<file path="src/design/pdrb_pkg.sv">
package pdrb_pkg;

   localparam int unsigned IDX_W = 3;
   localparam int unsigned CUR_W = 14;
   localparam int unsigned VQ_W  = 15;
   localparam int unsigned PROD_W = 31;
   localparam int unsigned RECIP_SHIFT = 20;

   localparam logic [1:0] OP_LOAD   = 2'd0;
   localparam logic [1:0] OP_SEARCH = 2'd1;
   localparam logic [1:0] OP_DIRECT = 2'd2;
   localparam logic [1:0] OP_NONE   = 2'd3;

   localparam logic [1:0] KIND_FIXED = 2'd0;
   localparam logic [1:0] KIND_PPS   = 2'd3;

   localparam logic [15:0] MIN_CURRENT = 16'd25;

   // ceil(2^20 / d): exact floor division over the bounded operands used here
   localparam logic [16:0] RECIP_10 = 17'd104858;
   localparam logic [16:0] RECIP_20 = 17'd52429;
   localparam logic [16:0] RECIP_50 = 17'd20972;

   localparam logic [CUR_W-1:0] RND_10 = 14'd5;
   localparam logic [CUR_W-1:0] RND_50 = 14'd25;
   localparam logic [VQ_W-1:0]  RND_20 = 15'd10;

   typedef struct packed {
      logic [1:0]       kind;
      logic [2:0]       pos;
      logic [CUR_W-1:0] imax;
      logic [15:0]      vmax;
      logic [15:0]      vmin;
   } entry_type;

   typedef struct packed {
      logic             direct;
      logic [IDX_W-1:0] tidx;
      logic [15:0]      v;
      logic [15:0]      i;
      logic             fix_hit;
      logic [IDX_W-1:0] fix_idx;
      entry_type        fix_e;
      logic             pps_hit;
      logic [IDX_W-1:0] pps_idx;
      entry_type        pps_e;
   } token_type;

   typedef struct packed {
      logic a_vld;
      logic b_vld;
   } build_status_type;

   function automatic entry_type decode_pdo(input logic [31:0] w, input logic [2:0] pos);
      entry_type e;
      e.kind = w[31:30];
      e.pos  = pos;
      if (w[31:30] == KIND_PPS) begin
         e.imax = CUR_W'(w[6:0] * 13'd50);
         e.vmin = 16'(w[15:8] * 16'd100);
         e.vmax = 16'(w[24:17] * 16'd100);
      end else begin
         e.imax = CUR_W'(w[9:0] * 14'd10);
         e.vmin = 16'(w[19:10] * 16'd50);
         e.vmax = (w[31:30] == KIND_FIXED) ? 16'(w[19:10] * 16'd50)
                                           : 16'(w[29:20] * 16'd50);
      end
      return e;
   endfunction

endpackage

</file>
<file path="src/design/usb_pd_source_cap_request_builder_top.sv">
// Channel  Direction  Handshake            Beat contents
// req      in         req_valid/req_stall  op, first, pdo_word, target_index, voltage, current
// rsp      out        rsp_valid/rsp_stall  request_word, found, chosen_index, granted V and I
//
// A capability load never raises req_stall; loads may run back to back.
// A search or direct request walks the cell row one cell per cycle, then passes the select,
// reciprocal multiply and output stages on the way to its response beat.
// Synchronous active-high reset clears the counts and all stage valids; no clearing pass.
// req_stall is high while a request is inside the row or the build stages; the output
// register lets the next beat in while a finished response waits on rsp_stall.
module usb_pd_source_cap_request_builder_top #(
   parameter int unsigned MAX_CAPS = 7
) (
   input  logic        clock,
   input  logic        reset,
   input  logic        req_valid,
   output logic        req_stall,
   input  logic [1:0]  req_op,
   input  logic        req_first,
   input  logic [31:0] req_pdo_word,
   input  logic [2:0]  req_target_index,
   input  logic [15:0] req_req_voltage,
   input  logic [15:0] req_req_current,
   output logic        rsp_valid,
   input  logic        rsp_stall,
   output logic [31:0] rsp_request_word,
   output logic        rsp_found,
   output logic [2:0]  rsp_chosen_index,
   output logic [15:0] rsp_granted_voltage,
   output logic [15:0] rsp_granted_current
);
   import pdrb_pkg::*;

   logic [IDX_W-1:0] cap_count_ff, cap_count_in;
   logic [IDX_W-1:0] words_seen_ff, words_seen_in;

   logic                req_acc;
   logic                load;
   logic                room;
   logic                skip;
   logic [IDX_W-1:0]    count_base;
   logic [IDX_W-1:0]    seen_base;
   entry_type           new_entry;
   logic [MAX_CAPS-1:0] wr_en;

   token_type           head_tok;
   token_type           tok_chain [0:MAX_CAPS];
   logic [MAX_CAPS:0]   vld_chain;
   build_status_type    bst;

   assign req_acc   = req_valid && !req_stall;
   assign load      = req_acc && (req_op == OP_LOAD);
   assign req_stall = (|vld_chain[MAX_CAPS:1]) || bst.a_vld || bst.b_vld;

   // a first word restarts the message before it is itself counted
   always_comb begin
      count_base = (load && req_first) ? '0 : cap_count_ff;
      seen_base  = (load && req_first) ? '0 : words_seen_ff;
      room       = seen_base < IDX_W'(MAX_CAPS);
      new_entry  = decode_pdo(req_pdo_word, seen_base + 3'd1);
      // PPS word with reserved bits: use up the position, store nothing
      skip       = (req_pdo_word[31:30] == KIND_PPS) && (|req_pdo_word[29:28]);
      if (load && room) begin
         words_seen_in = seen_base + 3'd1;
         cap_count_in  = skip ? count_base : count_base + 3'd1;
      end else begin
         words_seen_in = seen_base;
         cap_count_in  = count_base;
      end
   end

   always_ff @(posedge clock) begin
      if (reset) begin
         cap_count_ff  <= '0;
         words_seen_ff <= '0;
      end else begin
         cap_count_ff  <= cap_count_in;
         words_seen_ff <= words_seen_in;
      end
   end

   // inject searches and direct requests at the head of the row
   always_comb begin
      head_tok        = '0;
      head_tok.direct = req_op == OP_DIRECT;
      head_tok.tidx   = req_target_index;
      head_tok.v      = req_req_voltage;
      head_tok.i      = req_req_current;
   end

   assign tok_chain[0] = head_tok;
   assign vld_chain[0] = req_acc && ((req_op == OP_SEARCH) || (req_op == OP_DIRECT));

   for (genvar k = 0; k < MAX_CAPS; k++) begin : g_cell
      assign wr_en[k] = load && room && !skip && (count_base == IDX_W'(k));

      pdrb_cell #(
         .CELL_IDX (k)
      ) u_cell (
         .clock     (clock),
         .reset     (reset),
         .wr_en     (wr_en[k]),
         .wr_entry  (new_entry),
         .cap_count (cap_count_ff),
         .in_vld    (vld_chain[k]),
         .in_tok    (tok_chain[k]),
         .out_vld   (vld_chain[k+1]),
         .out_tok   (tok_chain[k+1])
      );
   end

   pdrb_build u_build (
      .clock               (clock),
      .reset               (reset),
      .in_vld              (vld_chain[MAX_CAPS]),
      .in_tok              (tok_chain[MAX_CAPS]),
      .status              (bst),
      .rsp_valid           (rsp_valid),
      .rsp_stall           (rsp_stall),
      .rsp_request_word    (rsp_request_word),
      .rsp_found           (rsp_found),
      .rsp_chosen_index    (rsp_chosen_index),
      .rsp_granted_voltage (rsp_granted_voltage),
      .rsp_granted_current (rsp_granted_current)
   );

`ifndef NO_ASSERTIONS
   a_count_le_seen: assert property (@(posedge clock) disable iff (reset)
      cap_count_ff <= words_seen_ff)
      else $error("more entries stored than positions consumed");

   a_seen_bound: assert property (@(posedge clock) disable iff (reset)
      words_seen_ff <= IDX_W'(MAX_CAPS))
      else $error("position count ran past the table size");

   a_one_request: assert property (@(posedge clock) disable iff (reset)
      $onehot0({vld_chain[MAX_CAPS:1], bst.a_vld, bst.b_vld}))
      else $error("more than one request in flight");
`endif

endmodule

</file>
<file path="src/design/pdrb_cell.sv">
module pdrb_cell #(
   parameter int unsigned CELL_IDX = 0
) (
   input  logic                   clock,
   input  logic                   reset,
   input  logic                   wr_en,
   input  pdrb_pkg::entry_type    wr_entry,
   input  logic [2:0]             cap_count,
   input  logic                   in_vld,
   input  pdrb_pkg::token_type    in_tok,
   output logic                   out_vld,
   output pdrb_pkg::token_type    out_tok
);
   import pdrb_pkg::*;

   entry_type entry_ff;
   logic      vld_ff;
   token_type tok_ff;
   token_type tok_in;

   always_comb begin
      logic live;
      logic vin;
      logic cur_ok;
      live   = IDX_W'(CELL_IDX) < cap_count;
      vin    = (in_tok.v >= entry_ff.vmin) && (in_tok.v <= entry_ff.vmax);
      cur_ok = (in_tok.i == 16'd0) ||
               ((in_tok.i >= MIN_CURRENT) && (in_tok.i <= 16'(entry_ff.imax)));
      tok_in = in_tok;
      if (in_tok.direct) begin
         // direct request: just pick up the named entry
         if (live && (in_tok.tidx == IDX_W'(CELL_IDX))) begin
            tok_in.fix_hit = 1'b1;
            tok_in.fix_idx = IDX_W'(CELL_IDX);
            tok_in.fix_e   = entry_ff;
         end
      end else begin
         // keep the first fixed and the first fitting PPS match
         if (!in_tok.fix_hit && live && vin && (entry_ff.kind == KIND_FIXED)) begin
            tok_in.fix_hit = 1'b1;
            tok_in.fix_idx = IDX_W'(CELL_IDX);
            tok_in.fix_e   = entry_ff;
         end
         if (!in_tok.pps_hit && live && vin && cur_ok && (entry_ff.kind == KIND_PPS)) begin
            tok_in.pps_hit = 1'b1;
            tok_in.pps_idx = IDX_W'(CELL_IDX);
            tok_in.pps_e   = entry_ff;
         end
      end
   end

   always_ff @(posedge clock) begin
      if (wr_en) begin
         entry_ff <= wr_entry;
      end
      tok_ff <= tok_in;
   end

   always_ff @(posedge clock) begin
      if (reset) begin
         vld_ff <= 1'b0;
      end else begin
         vld_ff <= in_vld;
      end
   end

   assign out_vld = vld_ff;
   assign out_tok = tok_ff;

endmodule

</file>
<file path="src/design/pdrb_build.sv">
module pdrb_build (
   input  logic                         clock,
   input  logic                         reset,
   input  logic                         in_vld,
   input  pdrb_pkg::token_type          in_tok,
   output pdrb_pkg::build_status_type   status,
   output logic                         rsp_valid,
   input  logic                         rsp_stall,
   output logic [31:0]                  rsp_request_word,
   output logic                         rsp_found,
   output logic [2:0]                   rsp_chosen_index,
   output logic [15:0]                  rsp_granted_voltage,
   output logic [15:0]                  rsp_granted_current
);
   import pdrb_pkg::*;

   // select and check
   logic             a_vld_ff;
   logic             a_ok_ff,  a_ok_in;
   logic             a_pps_ff, a_pps_in;
   logic [2:0]       a_pos_ff, a_pos_in;
   logic [IDX_W-1:0] a_idx_ff, a_idx_in;
   logic [15:0]      a_v_ff;
   logic [CUR_W-1:0] a_xi_ff,  a_xi_in;
   logic [VQ_W-1:0]  a_xv_ff,  a_xv_in;

   // reciprocal products
   logic              b_vld_ff;
   logic              b_ok_ff, b_pps_ff;
   logic [2:0]        b_pos_ff;
   logic [IDX_W-1:0]  b_idx_ff;
   logic [15:0]       b_v_ff;
   logic [PROD_W-1:0] b_pi_ff, b_pi_in;
   logic [PROD_W-1:0] b_pv_ff, b_pv_in;

   logic        out_vld_ff;
   logic [31:0] out_word_ff, out_word_in;
   logic        out_found_ff;
   logic [2:0]  out_idx_ff;
   logic [15:0] out_volt_ff, out_volt_in;
   logic [15:0] out_cur_ff,  out_cur_in;
   logic        out_free;

   always_comb begin
      entry_type  e;
      logic       hit;
      logic [15:0] cur;
      logic       kind_ok;
      if (in_tok.direct || in_tok.fix_hit) begin
         hit      = in_tok.fix_hit;
         e        = in_tok.fix_e;
         a_idx_in = in_tok.fix_idx;
      end else begin
         hit      = in_tok.pps_hit;
         e        = in_tok.pps_e;
         a_idx_in = in_tok.pps_idx;
      end
      // a search with zero current asks for the capability maximum
      cur = (!in_tok.direct && (in_tok.i == 16'd0)) ? 16'(e.imax) : in_tok.i;
      kind_ok  = (e.kind == KIND_FIXED) || (e.kind == KIND_PPS);
      a_ok_in  = hit && kind_ok && (in_tok.v >= e.vmin) && (in_tok.v <= e.vmax) &&
                 (cur >= MIN_CURRENT) && (cur <= 16'(e.imax));
      a_pps_in = e.kind == KIND_PPS;
      a_pos_in = e.pos;
      a_xi_in  = cur[CUR_W-1:0] + (a_pps_in ? RND_50 : RND_10);
      a_xv_in  = in_tok.v[VQ_W-1:0] + RND_20;
   end

   assign b_pi_in = PROD_W'(a_xi_ff) * PROD_W'(a_pps_ff ? RECIP_50 : RECIP_10);
   assign b_pv_in = PROD_W'(a_xv_ff) * PROD_W'(RECIP_20);

   assign out_free = !out_vld_ff || !rsp_stall;

   always_comb begin
      logic [10:0] qraw;
      logic [9:0]  qf;
      logic [6:0]  qp;
      logic [10:0] vq;
      qraw = b_pi_ff[PROD_W-1:RECIP_SHIFT];
      vq   = b_pv_ff[PROD_W-1:RECIP_SHIFT];
      qf   = qraw[10] ? 10'h3ff : qraw[9:0];
      qp   = (|qraw[10:7]) ? 7'h7f : qraw[6:0];
      if (!b_ok_ff) begin
         out_word_in = 32'd0;
         out_volt_in = 16'd0;
         out_cur_in  = 16'd0;
      end else if (b_pps_ff) begin
         out_word_in = {1'b0, b_pos_ff, 4'b0001, 4'b0000, vq, 2'b00, qp};
         out_volt_in = 16'(16'(vq) * 16'd20);
         out_cur_in  = 16'(16'(qp) * 16'd50);
      end else begin
         out_word_in = {1'b0, b_pos_ff, 4'b0001, 4'b0000, qf, qf};
         out_volt_in = b_v_ff;
         out_cur_in  = 16'(16'(qf) * 16'd10);
      end
   end

   always_ff @(posedge clock) begin
      if (in_vld) begin
         a_ok_ff  <= a_ok_in;
         a_pps_ff <= a_pps_in;
         a_pos_ff <= a_pos_in;
         a_idx_ff <= a_idx_in;
         a_v_ff   <= in_tok.v;
         a_xi_ff  <= a_xi_in;
         a_xv_ff  <= a_xv_in;
      end
      if (a_vld_ff) begin
         b_ok_ff  <= a_ok_ff;
         b_pps_ff <= a_pps_ff;
         b_pos_ff <= a_pos_ff;
         b_idx_ff <= a_idx_ff;
         b_v_ff   <= a_v_ff;
         b_pi_ff  <= b_pi_in;
         b_pv_ff  <= b_pv_in;
      end
      if (b_vld_ff && out_free) begin
         out_word_ff  <= out_word_in;
         out_found_ff <= b_ok_ff;
         out_idx_ff   <= b_ok_ff ? b_idx_ff : '0;
         out_volt_ff  <= out_volt_in;
         out_cur_ff   <= out_cur_in;
      end
   end

   always_ff @(posedge clock) begin
      if (reset) begin
         a_vld_ff   <= 1'b0;
         b_vld_ff   <= 1'b0;
         out_vld_ff <= 1'b0;
      end else begin
         a_vld_ff <= in_vld;
         // hold the products while the output beat is stalled
         b_vld_ff <= a_vld_ff || (b_vld_ff && !out_free);
         if (b_vld_ff && out_free) begin
            out_vld_ff <= 1'b1;
         end else if (!rsp_stall) begin
            out_vld_ff <= 1'b0;
         end
      end
   end

   assign status.a_vld        = a_vld_ff;
   assign status.b_vld        = b_vld_ff;
   assign rsp_valid           = out_vld_ff;
   assign rsp_request_word    = out_word_ff;
   assign rsp_found           = out_found_ff;
   assign rsp_chosen_index    = out_idx_ff;
   assign rsp_granted_voltage = out_volt_ff;
   assign rsp_granted_current = out_cur_ff;

`ifndef NO_ASSERTIONS
   a_fail_zero: assert property (@(posedge clock) disable iff (reset)
      (out_vld_ff && !out_found_ff) |-> ((out_word_ff == 32'd0) && (out_idx_ff == 3'd0) &&
      (out_volt_ff == 16'd0) && (out_cur_ff == 16'd0)))
      else $error("failed request carries non-zero fields");

   a_found_word: assert property (@(posedge clock) disable iff (reset)
      (out_vld_ff && out_found_ff) |-> ((out_word_ff[27:24] == 4'b0001) &&
      (out_word_ff[31:28] != 4'd0)))
      else $error("request word lacks position or no-suspend flag");

   a_b_hold: assert property (@(posedge clock) disable iff (reset)
      (b_vld_ff && !out_free) |=> (b_vld_ff && $stable(b_pi_ff) && $stable(b_ok_ff)))
      else $error("product stage dropped a stalled beat");
`endif

endmodule

</file>
<file path="config.mk">
export PLATFORM = sky130hd
export DESIGN_NAME = usb_pd_source_cap_request_builder_top
export DESIGN_NICKNAME = d
export VERILOG_FILES = /design/src/design/pdrb_pkg.sv /design/src/design/usb_pd_source_cap_request_builder_top.sv /design/src/design/pdrb_cell.sv /design/src/design/pdrb_build.sv
export SDC_FILE = /design/constraint.sdc
export NUM_CORES = 2
export LEC_CHECK = 0
export ABC_AREA = 0
export BUFFER_PORTS_ARGS = -buffer_cell sky130_fd_sc_hd__buf_4
export CAP_MARGIN = 20
export CORE_MARGIN = 2
export CORE_UTILIZATION = 65
export CTS_BUF_LIST = sky130_fd_sc_hd__clkbuf_16
export CTS_CLUSTER_SIZE = 8
export DETAILED_ROUTE_END_ITERATION = 10
export PLACE_DENSITY = 0.87
export SETUP_SLACK_MARGIN = 0.1
export SYNTH_ARGS = -nofsm -noshare
export SYNTH_HDL_FRONTEND = slang
export SYNTH_SLANG_ARGS = --single-unit
</file>
<file path="constraint.sdc">
create_clock -name clock -period 19.9 [get_ports clock]
set_clock_uncertainty 0.1 [all_clocks]
set_input_delay 2.985 -clock clock [delete_from_list [all_inputs] [get_ports clock]]
set_output_delay 2.985 -clock clock [all_outputs]
set_load 0.005 [all_outputs]
</file>
**Word level (Yosys, flattened, before mapping)**

Index checks and enable logic that the tools add are counted.

- Output and inout bits: 70
- Bits in read-only memories: 0
- Register bits after elaboration: 1598
- Bits of input ports: 74
- Memories kept: 0
- Word-level logic and storage cells: 475
- Memory bits (writable): 0
- Bits in latches: 0

- Divide/modulo/power cells: 0
- Equality and inequality tests: 24
- Add/subtract/negate cells: 4
- Reductions and logical operators: 146
- $lt $le $gt $ge: 40
- Bitwise gates (word level): 2
- Multiply operators: 11
- Shift-type cells: 0
- Mux-type cells: 54

Operator list:

| operator | number |
|---|---|
| $mux 55 | 34 |
| $ge 16x16->1 | 8 |
| $ge 16x5->1 const B | 8 |
| $le 16x14->1 | 8 |
| $le 16x16->1 | 8 |
| $logic_not 16->1 | 8 |
| $logic_and 1x1->1 | 89 |
| $mux 51 | 1 |
| $mux 16 | 3 |
| $mux 46 | 1 |
| $mul 14x31->31 | 1 |
| $mul 15x16->31 const B | 1 |
| $mul 10x5->15 const B | 2 |
| $mul 10x3->13 const B | 2 |
| $mul 8x5->13 const B | 2 |
| $mul 7x5->12 const B | 2 |
| $eq 2x2->1 const B | 10 |
| $logic_not 2->1 | 10 |
| $mux 20 | 1 |
| $eq 3x3->1 const B | 6 |
| $logic_not 1->1 | 18 |
| $mux 3 | 6 |
| $mux 17 | 1 |
| $add 15x4->15 const B | 1 |
| other kinds (22) | 50 |

**Logic depth before layout (Yosys ltp)**

- Depth after elaboration: 12
- Gate-level depth with buffers: 26
- Depth with buffers taken out: 24

**Modules after synthesis**

A second synthesis with hierarchy kept.

- Cell total of the unflattened synthesis: 6037
- Area, all modules: 74499.0 sq um

Modules (own cells, without submodules):

| module | cells each | area an instance (sq um) | sequential area each (sq um) | instances |
|---|---|---|---|---|
| pdrb_build | 1646 | 18031.0 | 4654.5 | 1 |
| pdrb_cell (g_cell[2].u_cell) | 742 | 8339.2 | 4474.3 | 1 |
| pdrb_cell (g_cell[3].u_cell) | 503 | 7269.5 | 4474.3 | 1 |
| pdrb_cell (g_cell[0].u_cell) | 512 | 7259.5 | 4474.3 | 1 |
| pdrb_cell (g_cell[1].u_cell) | 504 | 7255.7 | 4474.3 | 1 |
| pdrb_cell (g_cell[5].u_cell) | 508 | 7165.6 | 4474.3 | 1 |
| pdrb_cell (g_cell[4].u_cell) | 505 | 7074.3 | 4474.3 | 1 |
| pdrb_cell (g_cell[6].u_cell) | 504 | 7074.3 | 4474.3 | 1 |
| usb_pd_source_cap_request_builder_top | 613 | 5029.8 | 120.1 | 1 |

**Worst setup path before layout**

Ideal clock, no wire load.

- Path kind: input to register
- Start point: input port rsp_stall
- End point: register u_build.out_idx_ff[0] (netlist: u_build.rsp_chosen_index[0]) (enable)
- Setup slack: 12239 ps
- Data arrival time: 7009 ps
- Stages: 1
- Library setup time: 551 ps
- Data required time: 19249 ps
- Buffers on the path: 0
- Path through: a21boi_0

- Word-level cells in the longest chain between the ends: 3

Ends and longest elaborated chain:

| what | RTL line | RTL |
|---|---|---|
| start: declaration | usb_pd_source_cap_request_builder_top.sv:25 | `input logic rsp_stall,` |
| $logic_not 1->1 | pdrb_build.sv:72 | `assign out_free = !out_vld_ff \|\| !rsp_stall;` |
| $logic_or 1x1->1 | pdrb_build.sv:72 |  |
| $logic_and 1x1->1 | pdrb_build.sv:117 | `if (b_vld_ff && out_free) begin` |
| end signal: assignment | pdrb_build.sv:120 | `out_idx_ff <= b_ok_ff ? b_idx_ff : '0;` |
| end: declaration | pdrb_build.sv:39 | `logic [2:0] out_idx_ff;` |

No other way between the ends.
A chain may end at the register's enable or synchronous reset.

**Final worst setup path**

- Start point: register u_build.a_xi_ff[11]
- End point: register u_build.b_pi_ff[29], data pin

- Word-level cells in the longest chain between the ends: 1

Ends and longest elaborated chain:

| what | RTL line | RTL |
|---|---|---|
| start: declaration | pdrb_build.sv:24 | `logic [CUR_W-1:0] a_xi_ff, a_xi_in;` |
| start signal: assignment | pdrb_build.sv:105 | `a_xi_ff <= a_xi_in;` |
| $mul 14x31->31 | pdrb_build.sv:69 | `assign b_pi_in = PROD_W'(a_xi_ff) * PROD_W'(a_pps_ff ? RECIP_50 : RECIP_10);` |
| via u_build.b_pi_in[29] | pdrb_build.sv:33 | `logic [PROD_W-1:0] b_pi_ff, b_pi_in;` |
| end signal: assignment | pdrb_build.sv:114 | `b_pi_ff <= b_pi_in;` |
| end: declaration | pdrb_build.sv:33 |  |

The timed path passes the listed nets, and every way through them passes these cells.

==> impl_metrics.json <==
{
  "outcome": "complete, no violations",
  "via_per_inst": 5.96,
  "rsz0062_at_grt": "false",
  "critPathSlowestCell": "fa_1",
  "cts.path.max_buffers": 3,
  "cp_num_buf_inv": 3,
  "yosys.area.top_type": "dfxtp_1",
  "io_buffers": 132,
  "grt_remaining_overflow": 0,
  "wl_met1_um": 68100,
  "final-setup-viol-count": 0,
  "grt_pass1_vias": 48400,
  "drv_slew": 0,
  "detail_route.wl_per_cell_um": 22.2,
  "synth_edf_count": 489,
  "synth_warnings": 0,
  "synth_ff_type": "dfxtp_1",
  "finalCoreUtilization_pct": 73.4,
  "leakagePower_uw": 0.0360,
  "cp-start-kind": "register",
  "powerDensity_nw_per_um2": 87.4,
  "holdWs_ns": 0.246,
  "initial_utilization_pct": 65.5,
  "insertion_delay_ns": 0.81,
  "finalNonFillerCells": 7735,
  "cts_tree": "built",
  "synth-seq-cells": 1468,
  "worst_hold_path_type": "register to register",
  "fmax_mhz": 142,
  "vdd_drop_max_mv": 0.0911,
  "cp.required_ns": 20.33,
  "dr.max_layer_used": "met4",
  "coreArea_um2": 107000,
  "worst_path_most_repeated_cell": "fa_1",
  "fin_tns_setup_ns": 0,
  "grt_max_degree": 57,
  "cts-root-buf": "clkbuf_16",
  "final_common_cell": "dfxtp_1",
  "cp.arrival_ns": 7.47,
  "gp_congestion": 0.927,
  "tightest_slew_ns": 1.14,
  "fin_nets": 7241,
  "clk_pin_slew_ns": 0.06,
  "wl_um": 172000,
  "drv_cap": 0,
  "die_x_um": 332,
  "path_class": "register to register",
  "ant_nets": 0,
  "numCtsBuffers": 202,
  "fin_crit_sh_pct": 35.3,
  "final_area_um2": 78600,
  "drive_gt1_share_pct": 14.8,
  "critPathMaxFanout": 7,
  "grt_pass1_wl_um": 269000,
  "avgSynthCellArea_um2": 11.8,
  "critPathMaxStageDelay_ns": 0.54,
  "wl_met2_um": 83400,
  "fillers": 6428,
  "route.met3.wl_um": 12900,
  "rows": 120,
  "die_h_um": 332,
  "cp-end-kind": "register",
  "hold_buffers": 0,
  "clock_sinks": 1468,
  "dp_hpwl_um": 120000,
  "dieArea_um2": 110000,
  "ioPinCount": 144,
  "htreeDepth": 4,
  "fin_crit_ns": 7.03,
  "ctsResizeCount": 0,
  "synth.distinct_cells": 84,
  "syn_to_final_growth_pct": 12.2,
  "antenna_found_initial": 3,
  "netlist_instances": 5949,
  "cp_top_family": "adder cells",
  "via_count": 46100,
  "post-cts-setup-buffers": 0,
  "drt_pass1_iterations": 6,
  "maxSlewHeadroom_pct": 23.1,
  "crit_chain": "inv_1, nor2_1, fa_1, fa_1, fa_1, fa_1, fa_1, inv_1, fa_1, inv_1, ha_1, nand3_1, nor2_1, a211oi_1, a211oi_1, o41a_1, and4_1, or3_1, a21oi_1, xnor2_1",
  "syn_area_um2": 70100,
  "synth.area.top_cells": "dfxtp_1 28%, edfxtp_1 21%, ha_1 14%",
  "grt_use_total_pct": 30.9,
  "drt_iter0_markers": 4472,
  "yosysTopAreaCellShare_pct": 28.0,
  "place_inst": 7360,
  "drc": 0,
  "hold_violations": 0,
  "async_reset_ff_share_pct": 0,
  "placed_area_um2": 72500,
  "layout_common_cells": "976 x dfxtp_1, 860 x inv_1, 811 x ha_1, 489 x edfxtp_1, 382 x mux2_2",
  "yosysSeqAreaShare_pct": 48.9
}
==> worst reg2reg max path: cells and delay by family, from the launching register on <==
kind,cells,cell delay [ns]
DFF,1,0.52
xor gates and xnor gates,1,0.08
AOI/OAI and AO/OA,4,1.14
adders and majority gates,7,3.48
buffers and inverters,3,0.23
and+or+nand+nor,5,1.25
==> cell usage after synthesis, drive strengths merged, types with 56 or more instances <==
master  number
fa         186
mux2i       66
nand2      329
a21oi      180
dfxtp      979
nor2b       74
edfxtp     489
nor2       114
nand3       89
o211ai     148
nand4       56
a21o       107
o21ai      119
inv        716
ha         811
mux2       477
xnor2       85
clkbuf     116
and2       128
buf         79
nor3       125
==> path summary, 6_finish.rpt <==
path | start | end | slack (ns) | cells past startpoint
worst max-delay path | u_build.a_xi_ff[11]$_DFFE_PP_ | u_build.b_pi_ff[29]$_DFFE_PP_ | 12.87 | 20
worst min-delay path | g_cell[3].u_cell.out_tok[144]$_DFF_P_ | g_cell[4].u_cell.out_tok[144]$_DFF_P_ | 0.25 | 0
worst max register to register | u_build.a_xi_ff[11]$_DFFE_PP_ | u_build.b_pi_ff[29]$_DFFE_PP_ | 12.87 | 20
worst min register to register | g_cell[3].u_cell.out_tok[144]$_DFF_P_ | g_cell[4].u_cell.out_tok[144]$_DFF_P_ | 0.25 | 0
==> cells by family after synthesis <==
kind of cell / Yosys count / synth area share [%]
flops: 1468 / 48.9
simple gates: 1139 / 8.37
fa+ha+maj: 997 / 19.8
buf+inv: 911 / 5.14
compound gates: 761 / 7.32
mux: 543 / 8.84
xor+xnor: 128 / 1.60
other cells: 2 / 0.0107
==> per-layer routing <==
metal / GRT usage [%] / up-vias
li1: - / 21100
met1: 38.2 / 22300
met2: 52.8 / 2264
met3: 5.59 / 475
met4: 14.1 / 0
met5: 0 / -
==> state kept, by name, indices dropped and copies added, names as in the netlist, 14 cells and up <==
| signal | flops |
|---|---|
| g_cell.u_cell.out_tok | 963 |
| g_cell.u_cell.entry_ff | 336 |
| u_build.rsp_request_word | 24 |
| u_build.rsp_granted_voltage | 16 |
| u_build.a_v_ff | 15 |
| u_build.a_xv_ff | 15 |
| u_build.b_v_ff | 15 |
| u_build.a_xi_ff | 14 |
==> area by class of cell <==
type                       count  area [um^2]  share of cell area [%]
antenna                        2         5.00                 0.00637
clock buffer                 204         5100                    6.49
clock inverter               160          887                    1.13
inverter                     716         2690                    3.42
multi-input combinational   3588        32400                    41.2
sequential                  1468        34300                    43.6
tap                         1403         1760                    2.23
timing repair buffer         194         1500                    1.91
==> stage by stage <==
stage | total power, uW | setup slack [ns]
3_5_place_dp | 3760 | 12.88
2_1_floorplan | 3570 | 12.24
5_1_grt | 7070 | 12.52
6_report | 6870 | 12.87
4_1_cts | 6870 | 12.88
3_3_place_gp | 3740 | 12.96
==> power breakdown <==
group	switching [uW]	internal, uW	leakage (uW)	total (uW)
logic	329	189	0.0202	518
registers	37.9	3180	0.0124	3220
clock network	1280	1850	0.00342	3130
total	1650	5220	0.0360	6870
No activity file was read; power rests on OpenSTA's default activity.
